`config.mk`:
```
export PLATFORM = sky130hd
export DESIGN_NAME = machine_timer_compare_regs_core
export DESIGN_NICKNAME = d
export VERILOG_FILES = /design/src/mtc_pkg.sv /design/src/machine_timer_compare_regs_core.sv /design/src/mtc_access.sv /design/src/mtc_regfile.sv
export SDC_FILE = /design/constraint.sdc
export NUM_CORES = 1
export LEC_CHECK = 0
export BUFFER_PORTS_ARGS = -buffer_cell sky130_fd_sc_hd__buf_2
export CORE_ASPECT_RATIO = 1.5
export CORE_MARGIN = 2
export CORE_UTILIZATION = 49
export CTS_CLUSTER_DIAMETER = 200
export CTS_CLUSTER_SIZE = 12
export DETAILED_ROUTE_END_ITERATION = 8
export PLACE_DENSITY_LB_ADDON = 0.08
export SYNTH_ARGS = -nofsm -noshare
export SYNTH_HDL_FRONTEND = slang
export SYNTH_SLANG_ARGS = --single-unit
```
`constraint.sdc`:
```
create_clock -name clk -period 7 [get_ports clk]
set_input_delay 0.7 -clock clk [delete_from_list [all_inputs] [get_ports clk]]
set_output_delay 0.7 -clock clk [all_outputs]
set_load 0.005 [all_outputs]
```
`src/mtc_pkg.sv`:
```
// ----------------------------------------------------------------------------
// mtc_pkg
// Shared types and constants for the machine timer compare register block.
// ----------------------------------------------------------------------------
`default_nettype none

package mtc_pkg;

  localparam int unsigned AddrW  = 32;
  localparam int unsigned DataW  = 32;
  localparam int unsigned CountW = 64;

  // window is four 32-bit words
  localparam int unsigned WindowBytes = 16;
  localparam int unsigned WordBytes   = 4;
  localparam int unsigned WinIdxW     = $clog2(WindowBytes);
  localparam int unsigned ByteOffW    = $clog2(WordBytes);
  localparam int unsigned WordSelW    = WinIdxW - ByteOffW;

  // item kinds
  typedef enum logic [1:0] {
    FUNC_TICK  = 2'd0,
    FUNC_READ  = 2'd1,
    FUNC_WRITE = 2'd2,
    FUNC_NONE  = 2'd3
  } func_t;

  // access sizes
  localparam logic [1:0] SIZE_WORD = 2'd2;

  // result status codes
  typedef enum logic [1:0] {
    STAT_OK        = 2'd0,
    STAT_RANGE     = 2'd1,
    STAT_MISALIGN  = 2'd2,
    STAT_RSVD      = 2'd3
  } status_t;

  // register word select
  localparam logic [WordSelW-1:0] WSEL_TIME_LO = 2'd0;
  localparam logic [WordSelW-1:0] WSEL_TIME_HI = 2'd1;
  localparam logic [WordSelW-1:0] WSEL_CMP_LO  = 2'd2;
  localparam logic [WordSelW-1:0] WSEL_CMP_HI  = 2'd3;

  // decoded request control, access decoder to register file
  typedef struct packed {
    logic                tick;
    logic                rd;
    logic                wr;
    logic [WordSelW-1:0] wsel;
    status_t             status;
  } access_t;

endpackage

`default_nettype wire

```
`src/machine_timer_compare_regs_core.sv`:
```
// ----------------------------------------------------------------------------
// machine_timer_compare_regs_core
// Memory-mapped machine timer: 64-bit time counter and compare value.
// ----------------------------------------------------------------------------
// Each request (tick, read or write) is captured in an input register, decoded
// and applied to the time/compare registers as its result is loaded into the
// output register. One request per clock cycle is sustained while the receiver
// keeps out_tready high; out_tvalid rises when that output register loads, and
// a stalled receiver holds at most two requests before in_tready drops. The
// critical path is the 64-bit increment followed by the 64-bit time >= compare
// check that forms irq. The base address must be written through the cfg channel
// only while idle; the block does not enforce this. The window covers base+0
// time low, +4 time high, +8 compare low, +12 compare high, low two base bits ignored.
`default_nettype none

module machine_timer_compare_regs_core (
  input  wire logic        clk,
  input  wire logic        rst_n,
  // configuration: base address
  input  wire logic        cfg_valid,
  output logic             cfg_ready,
  input  wire logic [31:0] cfg_data,
  // request channel
  input  wire logic        in_tvalid,
  output logic             in_tready,
  input  wire logic [71:0] in_tdata,   // addr[31:0], wdata[63:32], size[65:64], zero pad
  input  wire logic [1:0]  in_tuser,   // func[1:0]
  // result channel
  output logic             out_tvalid,
  input  wire logic        out_tready,
  output logic [39:0]      out_tdata,  // rdata[31:0], irq[32], zero pad
  output logic [1:0]       out_tuser   // status[1:0]
);
  import mtc_pkg::*;

  logic [AddrW-1:0] base_r;

  logic             s1_valid_r;
  logic [1:0]       s1_func_r;
  logic [AddrW-1:0] s1_addr_r;
  logic [DataW-1:0] s1_wdata_r;
  logic [1:0]       s1_size_r;

  logic             out_valid_r;
  status_t          out_status_r;
  logic [DataW-1:0] out_rdata_r;
  logic             out_irq_r;

  logic             out_load;
  logic             in_acc;
  access_t          ctl;
  logic [DataW-1:0] rdata;
  logic             irq_nxt;

  // configuration register
  assign cfg_ready = 1'b1;

  always_ff @(posedge clk) begin
    if (!rst_n) begin
      base_r <= '0;
    end else if (cfg_valid) begin
      base_r <= cfg_data;
    end
  end

  // pipeline flow control
  assign out_load  = s1_valid_r && (!out_valid_r || out_tready);
  assign in_tready = !s1_valid_r || out_load;
  assign in_acc    = in_tvalid && in_tready;

  // input register
  always_ff @(posedge clk) begin
    if (!rst_n) begin
      s1_valid_r <= 1'b0;
    end else if (in_tready) begin
      s1_valid_r <= in_tvalid;
    end
  end

  always_ff @(posedge clk) begin
    if (in_acc) begin
      s1_func_r  <= in_tuser;
      s1_addr_r  <= in_tdata[31:0];
      s1_wdata_r <= in_tdata[63:32];
      s1_size_r  <= in_tdata[65:64];
    end
  end

  mtc_access u_access (
    .func         (s1_func_r),
    .addr         (s1_addr_r),
    .size         (s1_size_r),
    .base_address (base_r),
    .ctl          (ctl)
  );

  mtc_regfile u_regfile (
    .clk     (clk),
    .rst_n   (rst_n),
    .commit  (out_load),
    .ctl     (ctl),
    .wdata   (s1_wdata_r),
    .rdata   (rdata),
    .irq_nxt (irq_nxt)
  );

  // output register
  always_ff @(posedge clk) begin
    if (!rst_n) begin
      out_valid_r <= 1'b0;
    end else if (out_load) begin
      out_valid_r <= 1'b1;
    end else if (out_tready) begin
      out_valid_r <= 1'b0;
    end
  end

  always_ff @(posedge clk) begin
    if (out_load) begin
      out_status_r <= ctl.status;
      out_rdata_r  <= rdata;
      out_irq_r    <= irq_nxt;
    end
  end

  assign out_tvalid = out_valid_r;
  assign out_tdata  = {7'd0, out_irq_r, out_rdata_r};
  assign out_tuser  = out_status_r;

`ifndef SYNTHESIS
  // a stalled pipeline only when both stages are full
  a_ready_full: assert property (@(posedge clk) disable iff (!rst_n)
    !in_tready |-> (s1_valid_r && out_valid_r && !out_tready))
    else $error("in_tready low without a full pipeline");

  // failed accesses never return read data
  a_fail_zero: assert property (@(posedge clk) disable iff (!rst_n)
    (out_valid_r && (out_status_r != STAT_OK)) |-> (out_rdata_r == '0))
    else $error("read data on a failed access");

  // decoder never produces the reserved status or both read and write
  a_ctl_sane: assert property (@(posedge clk) disable iff (!rst_n)
    s1_valid_r |-> ((ctl.status != STAT_RSVD) && !(ctl.rd && ctl.wr)))
    else $error("bad decoded access");

  // a decoded access that fails never writes
  a_fail_nowr: assert property (@(posedge clk) disable iff (!rst_n)
    (s1_valid_r && (ctl.status != STAT_OK)) |-> (!ctl.wr && !ctl.rd))
    else $error("failed access enabled a register operation");
`endif

endmodule

`default_nettype wire

```
`src/mtc_access.sv`:
```
// ----------------------------------------------------------------------------
// mtc_access
// Decodes one request: window range check, alignment check, word select.
// ----------------------------------------------------------------------------
`default_nettype none

module mtc_access (
  input  wire logic [1:0]                func,
  input  wire logic [mtc_pkg::AddrW-1:0] addr,
  input  wire logic [1:0]                size,
  input  wire logic [mtc_pkg::AddrW-1:0] base_address,
  output mtc_pkg::access_t               ctl
);
  import mtc_pkg::*;

  logic [AddrW-1:0] base_al;
  logic [AddrW:0]   diff;
  logic             in_window;
  logic             aligned;
  logic             is_bus;

  // base low bits are ignored; offset computed with borrow so no wrap
  assign base_al   = {base_address[AddrW-1:ByteOffW], {ByteOffW{1'b0}}};
  assign diff      = {1'b0, addr} - {1'b0, base_al};
  assign in_window = (diff[AddrW:WinIdxW] == '0);
  assign aligned   = (size == SIZE_WORD) && (addr[ByteOffW-1:0] == '0);
  assign is_bus    = (func == FUNC_READ) || (func == FUNC_WRITE);

  always_comb begin
    ctl.tick   = (func == FUNC_TICK);
    ctl.rd     = 1'b0;
    ctl.wr     = 1'b0;
    ctl.wsel   = diff[WinIdxW-1:ByteOffW];
    ctl.status = STAT_OK;
    if (is_bus) begin
      if (!in_window) begin
        ctl.status = STAT_RANGE;
      end else if (!aligned) begin
        ctl.status = STAT_MISALIGN;
      end else begin
        ctl.rd = (func == FUNC_READ);
        ctl.wr = (func == FUNC_WRITE);
      end
    end
  end

endmodule

`default_nettype wire

```
`src/mtc_regfile.sv`:
```
// ----------------------------------------------------------------------------
// mtc_regfile
// Time counter and compare registers, read mux and interrupt compare.
// ----------------------------------------------------------------------------
`default_nettype none

module mtc_regfile (
  input  wire logic                      clk,
  input  wire logic                      rst_n,
  input  wire logic                      commit,
  input  wire mtc_pkg::access_t          ctl,
  input  wire logic [mtc_pkg::DataW-1:0] wdata,
  output logic      [mtc_pkg::DataW-1:0] rdata,
  output logic                           irq_nxt
);
  import mtc_pkg::*;

  logic [CountW-1:0] time_r, time_nxt;
  logic [CountW-1:0] cmp_r,  cmp_nxt;

  // next state for the request being committed
  always_comb begin
    time_nxt = time_r;
    cmp_nxt  = cmp_r;
    if (ctl.tick) begin
      time_nxt = time_r + CountW'(1);
    end else if (ctl.wr) begin
      case (ctl.wsel)
        WSEL_TIME_LO: time_nxt = {time_r[CountW-1:DataW], wdata};
        WSEL_TIME_HI: time_nxt = {wdata, time_r[DataW-1:0]};
        WSEL_CMP_LO:  cmp_nxt  = {cmp_r[CountW-1:DataW], wdata};
        WSEL_CMP_HI:  cmp_nxt  = {wdata, cmp_r[DataW-1:0]};
        default:      cmp_nxt  = cmp_r;
      endcase
    end
  end

  // read data, zero unless a successful read
  always_comb begin
    rdata = '0;
    if (ctl.rd) begin
      case (ctl.wsel)
        WSEL_TIME_LO: rdata = time_r[DataW-1:0];
        WSEL_TIME_HI: rdata = time_r[CountW-1:DataW];
        WSEL_CMP_LO:  rdata = cmp_r[DataW-1:0];
        WSEL_CMP_HI:  rdata = cmp_r[CountW-1:DataW];
        default:      rdata = '0;
      endcase
    end
  end

  // interrupt seen after this request's update
  assign irq_nxt = (time_nxt >= cmp_nxt);

  always_ff @(posedge clk) begin
    if (!rst_n) begin
      time_r <= '0;
      cmp_r  <= '1;
    end else if (commit) begin
      time_r <= time_nxt;
      cmp_r  <= cmp_nxt;
    end
  end

endmodule

`default_nettype wire

```
# Word level (Yosys, flattened, before mapping)
# Cells that the tools add are included.
# totals
reg_bits	265
inputBits	111
out_inout_bits	45
wordCells	50
# classes
addsub	2
n_lt_le_gt_ge	1
n_eq_ne	6
mux	14
n_reduce_logical	14
# ops
operator	n
64-bit two-way mux	4
64-bit case mux with 2 select lines	2
32-bit case mux with 4 select lines	1
64-bit by 1-bit adder with 64-bit output, second input constant	1
64-bit >= comparator	1
32-bit by 32-bit subtractor with 33-bit output	1
29-bit logical NOT	1
2-bit == test, second input constant	4
2-bit two-way mux	4
2-bit logical NOT	3
2-bit by 1-bit == test with 1-bit output, second input constant	2
1-bit logical AND	3
1-bit logical OR	3
1-bit two-way mux	3
1-bit logical NOT	2
2-bit AND reduction	1
2-bit nonzero test	1

# Longest topological paths before layout
# logic_depth
word_depth	8
depth_mapped	28
ltp_nobuf	25

# Modules after synthesis
# Synthesis repeated with hierarchy kept, for this count alone.
# unflattened
hier_cells	2004
hier_area_um2	17682.0
# modules_own_cells
mod	n_inst	cells_per_inst	area_per_inst_um2	seq_area_each_um2
mtc_regfile	1	1393	10755.3	2562.5
machine_timer_compare_regs_core	1	226	4495.6	3773.6
mtc_access	1	385	2431.1	0.0

# Worst setup path after synthesis
# No wires, ideal clock.
# synth_path
path_type	reg2reg
startpoint	reg s1_addr_r[2]
endpoint	reg out_irq_r (data pin)
setup_time_ns	0.270
arrival_ns	5.380
required_ns	6.730
slack_ns	1.351
path_stages_with_launch	26
path_buffers	1
period_less_slack_ns	5.649
path_cell_list	edfxtp_1 > inv_1 > ha_1 > inv_1 > fa_1 > a21oi_1 > o221ai_1 > and3_1 > o2111ai_1 > and3_1 > o22ai_1 > or4_4 > nor4_4 > buf_2 > mux2i_1 > ha_1 > a21o_1 > a21o_1 > a21o_1 > a21o_1 > a21o_1 > a21o_1 > a221oi_1 > o31ai_1 > a2111oi_0 > o21ai_0
# synth_between
elab_chain_cells	7
word_cells_on_any_way	15
cone_classes	add/sub (1); order compare (1); eq/ne (3); mux (8); reduce/logical (2)
# synth_lines
item	line	rtl
start, declared	machine_timer_compare_regs_core.sv:40	logic [AddrW-1:0] s1_addr_r;
start signal, assigned	machine_timer_compare_regs_core.sv:83	s1_addr_r <= in_tdata[31:0];
32-bit by 32-bit subtractor with 33-bit output (*)	mtc_access.sv:24	assign diff = {1'b0, addr} - {1'b0, base_al};
29-bit logical NOT	mtc_access.sv:25	assign in_window = (diff[AddrW:WinIdxW] == '0);
2-bit two-way mux	mtc_access.sv:36	if (!in_window) begin
2-bit two-way mux	mtc_access.sv:35	if (is_bus) begin
64-bit two-way mux	mtc_regfile.sv:27	end else if (ctl.wr) begin
64-bit two-way mux	mtc_regfile.sv:25	if (ctl.tick) begin
64-bit >= comparator (*)	mtc_regfile.sv:53	assign irq_nxt = (time_nxt >= cmp_nxt);
named net irq_nxt	machine_timer_compare_regs_core.sv:53	logic irq_nxt;
end signal, assigned	machine_timer_compare_regs_core.sv:122	out_irq_r <= irq_nxt;
end, declared	machine_timer_compare_regs_core.sv:47	logic out_irq_r;
# Mark *: on every way through the listed nets, which the timed path passes. The rest lies on a longest branch.
# A chain may end at the register's enable or synchronous reset.

# Final worst setup path
# layout_path
startpoint	reg s1_addr_r[3]
endpoint	reg out_irq_r (data pin)
# The elaborated chain is that of the path after synthesis.

==> flow_metrics.env <==
export IMPL_status="finished clean"
export IMPL_path_class="flip-flop to flip-flop"
export IMPL_crit_path_start_kind="flip-flop"
export IMPL_power_density_nw_per_um2=180
export IMPL_synth_compound_area_share_pct=18.3
export IMPL_cts_buffer_depth=3
export IMPL_first_global_vias=16100
export IMPL_rsz0062_at_grt="no"
export IMPL_holdCritPathClass="input pin to flip-flop"
export IMPL_maxSlewViolCount=0
export IMPL_clock_sinks=263
export IMPL_skew_ns=0.0238
export IMPL_clk_pin_slew_ns=0.07
export IMPL_p_sw_share_pct=28.5
export IMPL_critical_path_slowest_cell="o2111ai_1"
export IMPL_path_cells="ha_1, nor2b_1, o2111ai_1, a211oi_1, o2111ai_1, o2111ai_1, a2bb2oi_1, or3_1, nor4_4, buf_12, mux2i_1, ha_1, a21o_1, a21o_1, a21o_1, a21o_1, a21o_1, a21o_1, a221oi_1, o31ai_1, a2111oi_0, o21ai_0"
export IMPL_finalWirelength_um=59600
export IMPL_synth_top_family_by_area="simple AND/OR/NAND/NOR gates"
export IMPL_coreArea_um2=36100
export IMPL_die_w_um=160
export IMPL_setup_tns_ns=0
export IMPL_antenna_found_initial=1
export IMPL_timing_final_crit_period_ns=6.62
export IMPL_finalHoldViolations=0
export IMPL_fp_dieH_um=238
export IMPL_place_area_um2=19000
export IMPL_synth_top_cell_by_area="dfxtp_1"
export IMPL_ir_drop_v=0.000194
export IMPL_grt_pass1_wl_um=92200
export IMPL_clockPowerShare_pct=36.1
export IMPL_gp_congestion=0.941
export IMPL_synth_cells=2022
export IMPL_combPwrFrac_pct=16.4
export IMPL_postRouteAntennaNets=0
export IMPL_setup_viol=0
export IMPL_num_rows=85
export IMPL_worstMarginPinSlew_ns=1.09
export IMPL_synthMuxAreaShare_pct=11.7
export IMPL_synthSimpleGateAreaFrac_pct=21.9
export IMPL_drv_cap=0
export IMPL_crit_top_cell="a21o_1"
export IMPL_synth_enable_flop_cells=103
export IMPL_final_common_cell="nor2_1"
export IMPL_synth_warnings=0
export IMPL_yosysSeqAreaShare_pct=35.1
export IMPL_ios=156
export IMPL_portBuffers=139
export IMPL_synthTopCellsByArea="dfxtp_1, edfxtp_1, mux2i_1"
export IMPL_synth_top_area_share_pct=17.8
export IMPL_cts_root_buf="clkbuf_16"
export IMPL_cts_tree="done"
export IMPL_design_area_um2=19700
export IMPL_switchingPower_w=0.00101
export IMPL_pwr_share_seq_pct=47.5
export IMPL_leakagePower_nw=7.63
export IMPL_antenna_cells=0
export IMPL_start_util_pct=49.8
export IMPL_period_share_pct=94.5
export IMPL_track_usage_pct=30.9
export IMPL_clk_latency_ns=0.58
export IMPL_synth_adder_area_share_pct=6.94
export IMPL_drtIter0Drc=1136
export IMPL_fmax_mhz=151
export IMPL_synthArstFlopShare_pct=0
export IMPL_layout_cells_non_filler=2577
export IMPL_synth_seq_cells=263
export IMPL_crit_family="compound AO/OA/AOI/OAI gates"
export IMPL_dp_hpwl_um=42100
export IMPL_cp_end_kind="flip-flop"
export IMPL_slew_headroom_pct=27.4
export IMPL_worstPathArrival_ns=6.94
export IMPL_fill_cells=3311
export IMPL_synth_area_um2=17900
export IMPL_wl_per_cell_um=23.1
export IMPL_synth_ff_type="dfxtp_1"
export IMPL_syn_avg_cell_area_um2=8.88
export IMPL_gr_total_overflow=0
export IMPL_ys_types=84
export IMPL_grt_max_degree=89
export IMPL_areaGrowthSynthToFinish_pct=9.75
export IMPL_cts_buffers=25
export IMPL_slowest_delay_ns=0.69
export IMPL_dpl_cell_count=2533
export IMPL_vias=16400
export IMPL_p_int_w=0.00253
export IMPL_cp_required_ns=7.32
export IMPL_die_area_um2=38200
export IMPL_nNetsFinal=2292
export IMPL_htreeDepth=1
export IMPL_layout_drive_gt1_share_pct=13.5
export IMPL_route_detailed_drc=0
export IMPL_finalPower_w=0.00355
export IMPL_synth_xor_area_share_pct=0.781
export IMPL_cp_max_fo=23
export IMPL_layout_common_cells="nor2_1, dfxtp_1, buf_2"
export IMPL_dr_pass1_iters=5
export IMPL_crit_buf_inv=1
export IMPL_vias_per_cell=6.38
## stage by stage
step	hold WS (ns)	utilization [%]	setup WS [ns]
floorplan	0.460	-	1.35
global placement	0.475	52.6	0.524
detailed placement	0.481	52.6	0.417
CTS	0.281	54.6	0.397
global route	0.292	54.6	0.0179
finish	0.300	54.6	0.383
## cell type report
type                       instances  area [µm²]  area share [%]
multi-input combinational       1533       10800            54.6
sequential                       263        6300            32.0
timing repair buffer             183        1060            5.40
clock buffer                      44         697            3.54
tap                              478         598            3.04
inverter                          76         290            1.47
## power groups by stage
stage / Clock, W / Sequential [W] / Combinational [W]
global route: 0.00136 / 0.00169 / 0.000635
global placement: 0 / 0.00172 / 0.000567
floorplan: 0 / 0.00170 / 0.000404
finish: 0.00128 / 0.00168 / 0.000581
detailed placement: 0 / 0.00172 / 0.000571
CTS: 0.00131 / 0.00168 / 0.000575
## flip-flops by register name, summed over array words and instances, names as in the netlist
register          cells
out_irq_r             1
s1_valid_r            1
s1_func_r             2
s1_addr_r            32
u_regfile.time_r     64
u_regfile.cmp_r      64
out_tuser             2
out_rdata_r          32
s1_wdata_r           32
out_tvalid            1
s1_size_r             2
base_r               30
## repair_timing
item                       in CTS  in global routing
resized for setup               0                  3
hold buffers                    0                  0
setup endpoints to repair       0                  1
setup buffers                   0                  0
## final timing paths
check | start | slack, ns | depth (start not counted) | endpoint
setup reg to reg | s1_addr_r[3] | 0.38 | 22 | out_irq_r
hold / removal | in_tdata[22] | 0.30 | 1 | s1_addr_r[22]
hold reg to reg | base_r[15] | 0.49 | 2 | base_r[15]
setup / recovery | s1_addr_r[3] | 0.38 | 22 | out_irq_r
## synthesized netlist by cell type, types with 6 or more instances
master,number
mux4_2,32
nor3b_1,8
or3_1,23
mux2i_1,128
a31oi_1,28
nor4_1,30
o31a_1,36
a221oi_1,13
nand2_1,121
nor2_1,203
or2_2,7
nor3_1,76
a211oi_1,24
edfxtp_1,103
o21a_1,8
and4_1,9
and2_1,20
nor2b_1,43
o221ai_1,8
inv_1,75
o211a_1,21
nand3_1,121
dfxtp_1,160
o31ai_1,8
xnor2_1,11
buf_1,12
o21ai_0,80
a21oi_1,89
and3_1,33
clkbuf_1,104
a211o_1,7
buf_2,24
o211ai_1,37
mux2_2,8
ha_1,98
o2111ai_1,12
nand4_1,40
o22ai_1,6
nor4b_1,9
a21o_1,36
or4_1,6
nand2b_1,8
buf_4,16
## kinds of logic after synthesis
logic type / count (synthesis)
fa+ha+maj: 99
xor+xnor: 16
simple gates: 774
flops: 263
buf+inv: 232
mux: 168
compound gates: 468
other cells: 2
## routing by layer
layer | global-route usage, % | part of all wire [%] | up-vias
li1 | - | - | 7743
met1 | 35.7 | 38 | 7881
met2 | 55.6 | 51 | 619
met3 | 3.08 | 5.4 | 197
met4 | 17.9 | 6.1 | 0
met5 | 0 | 0 | -
Note: power is estimated with default switching activity, not from simulation.
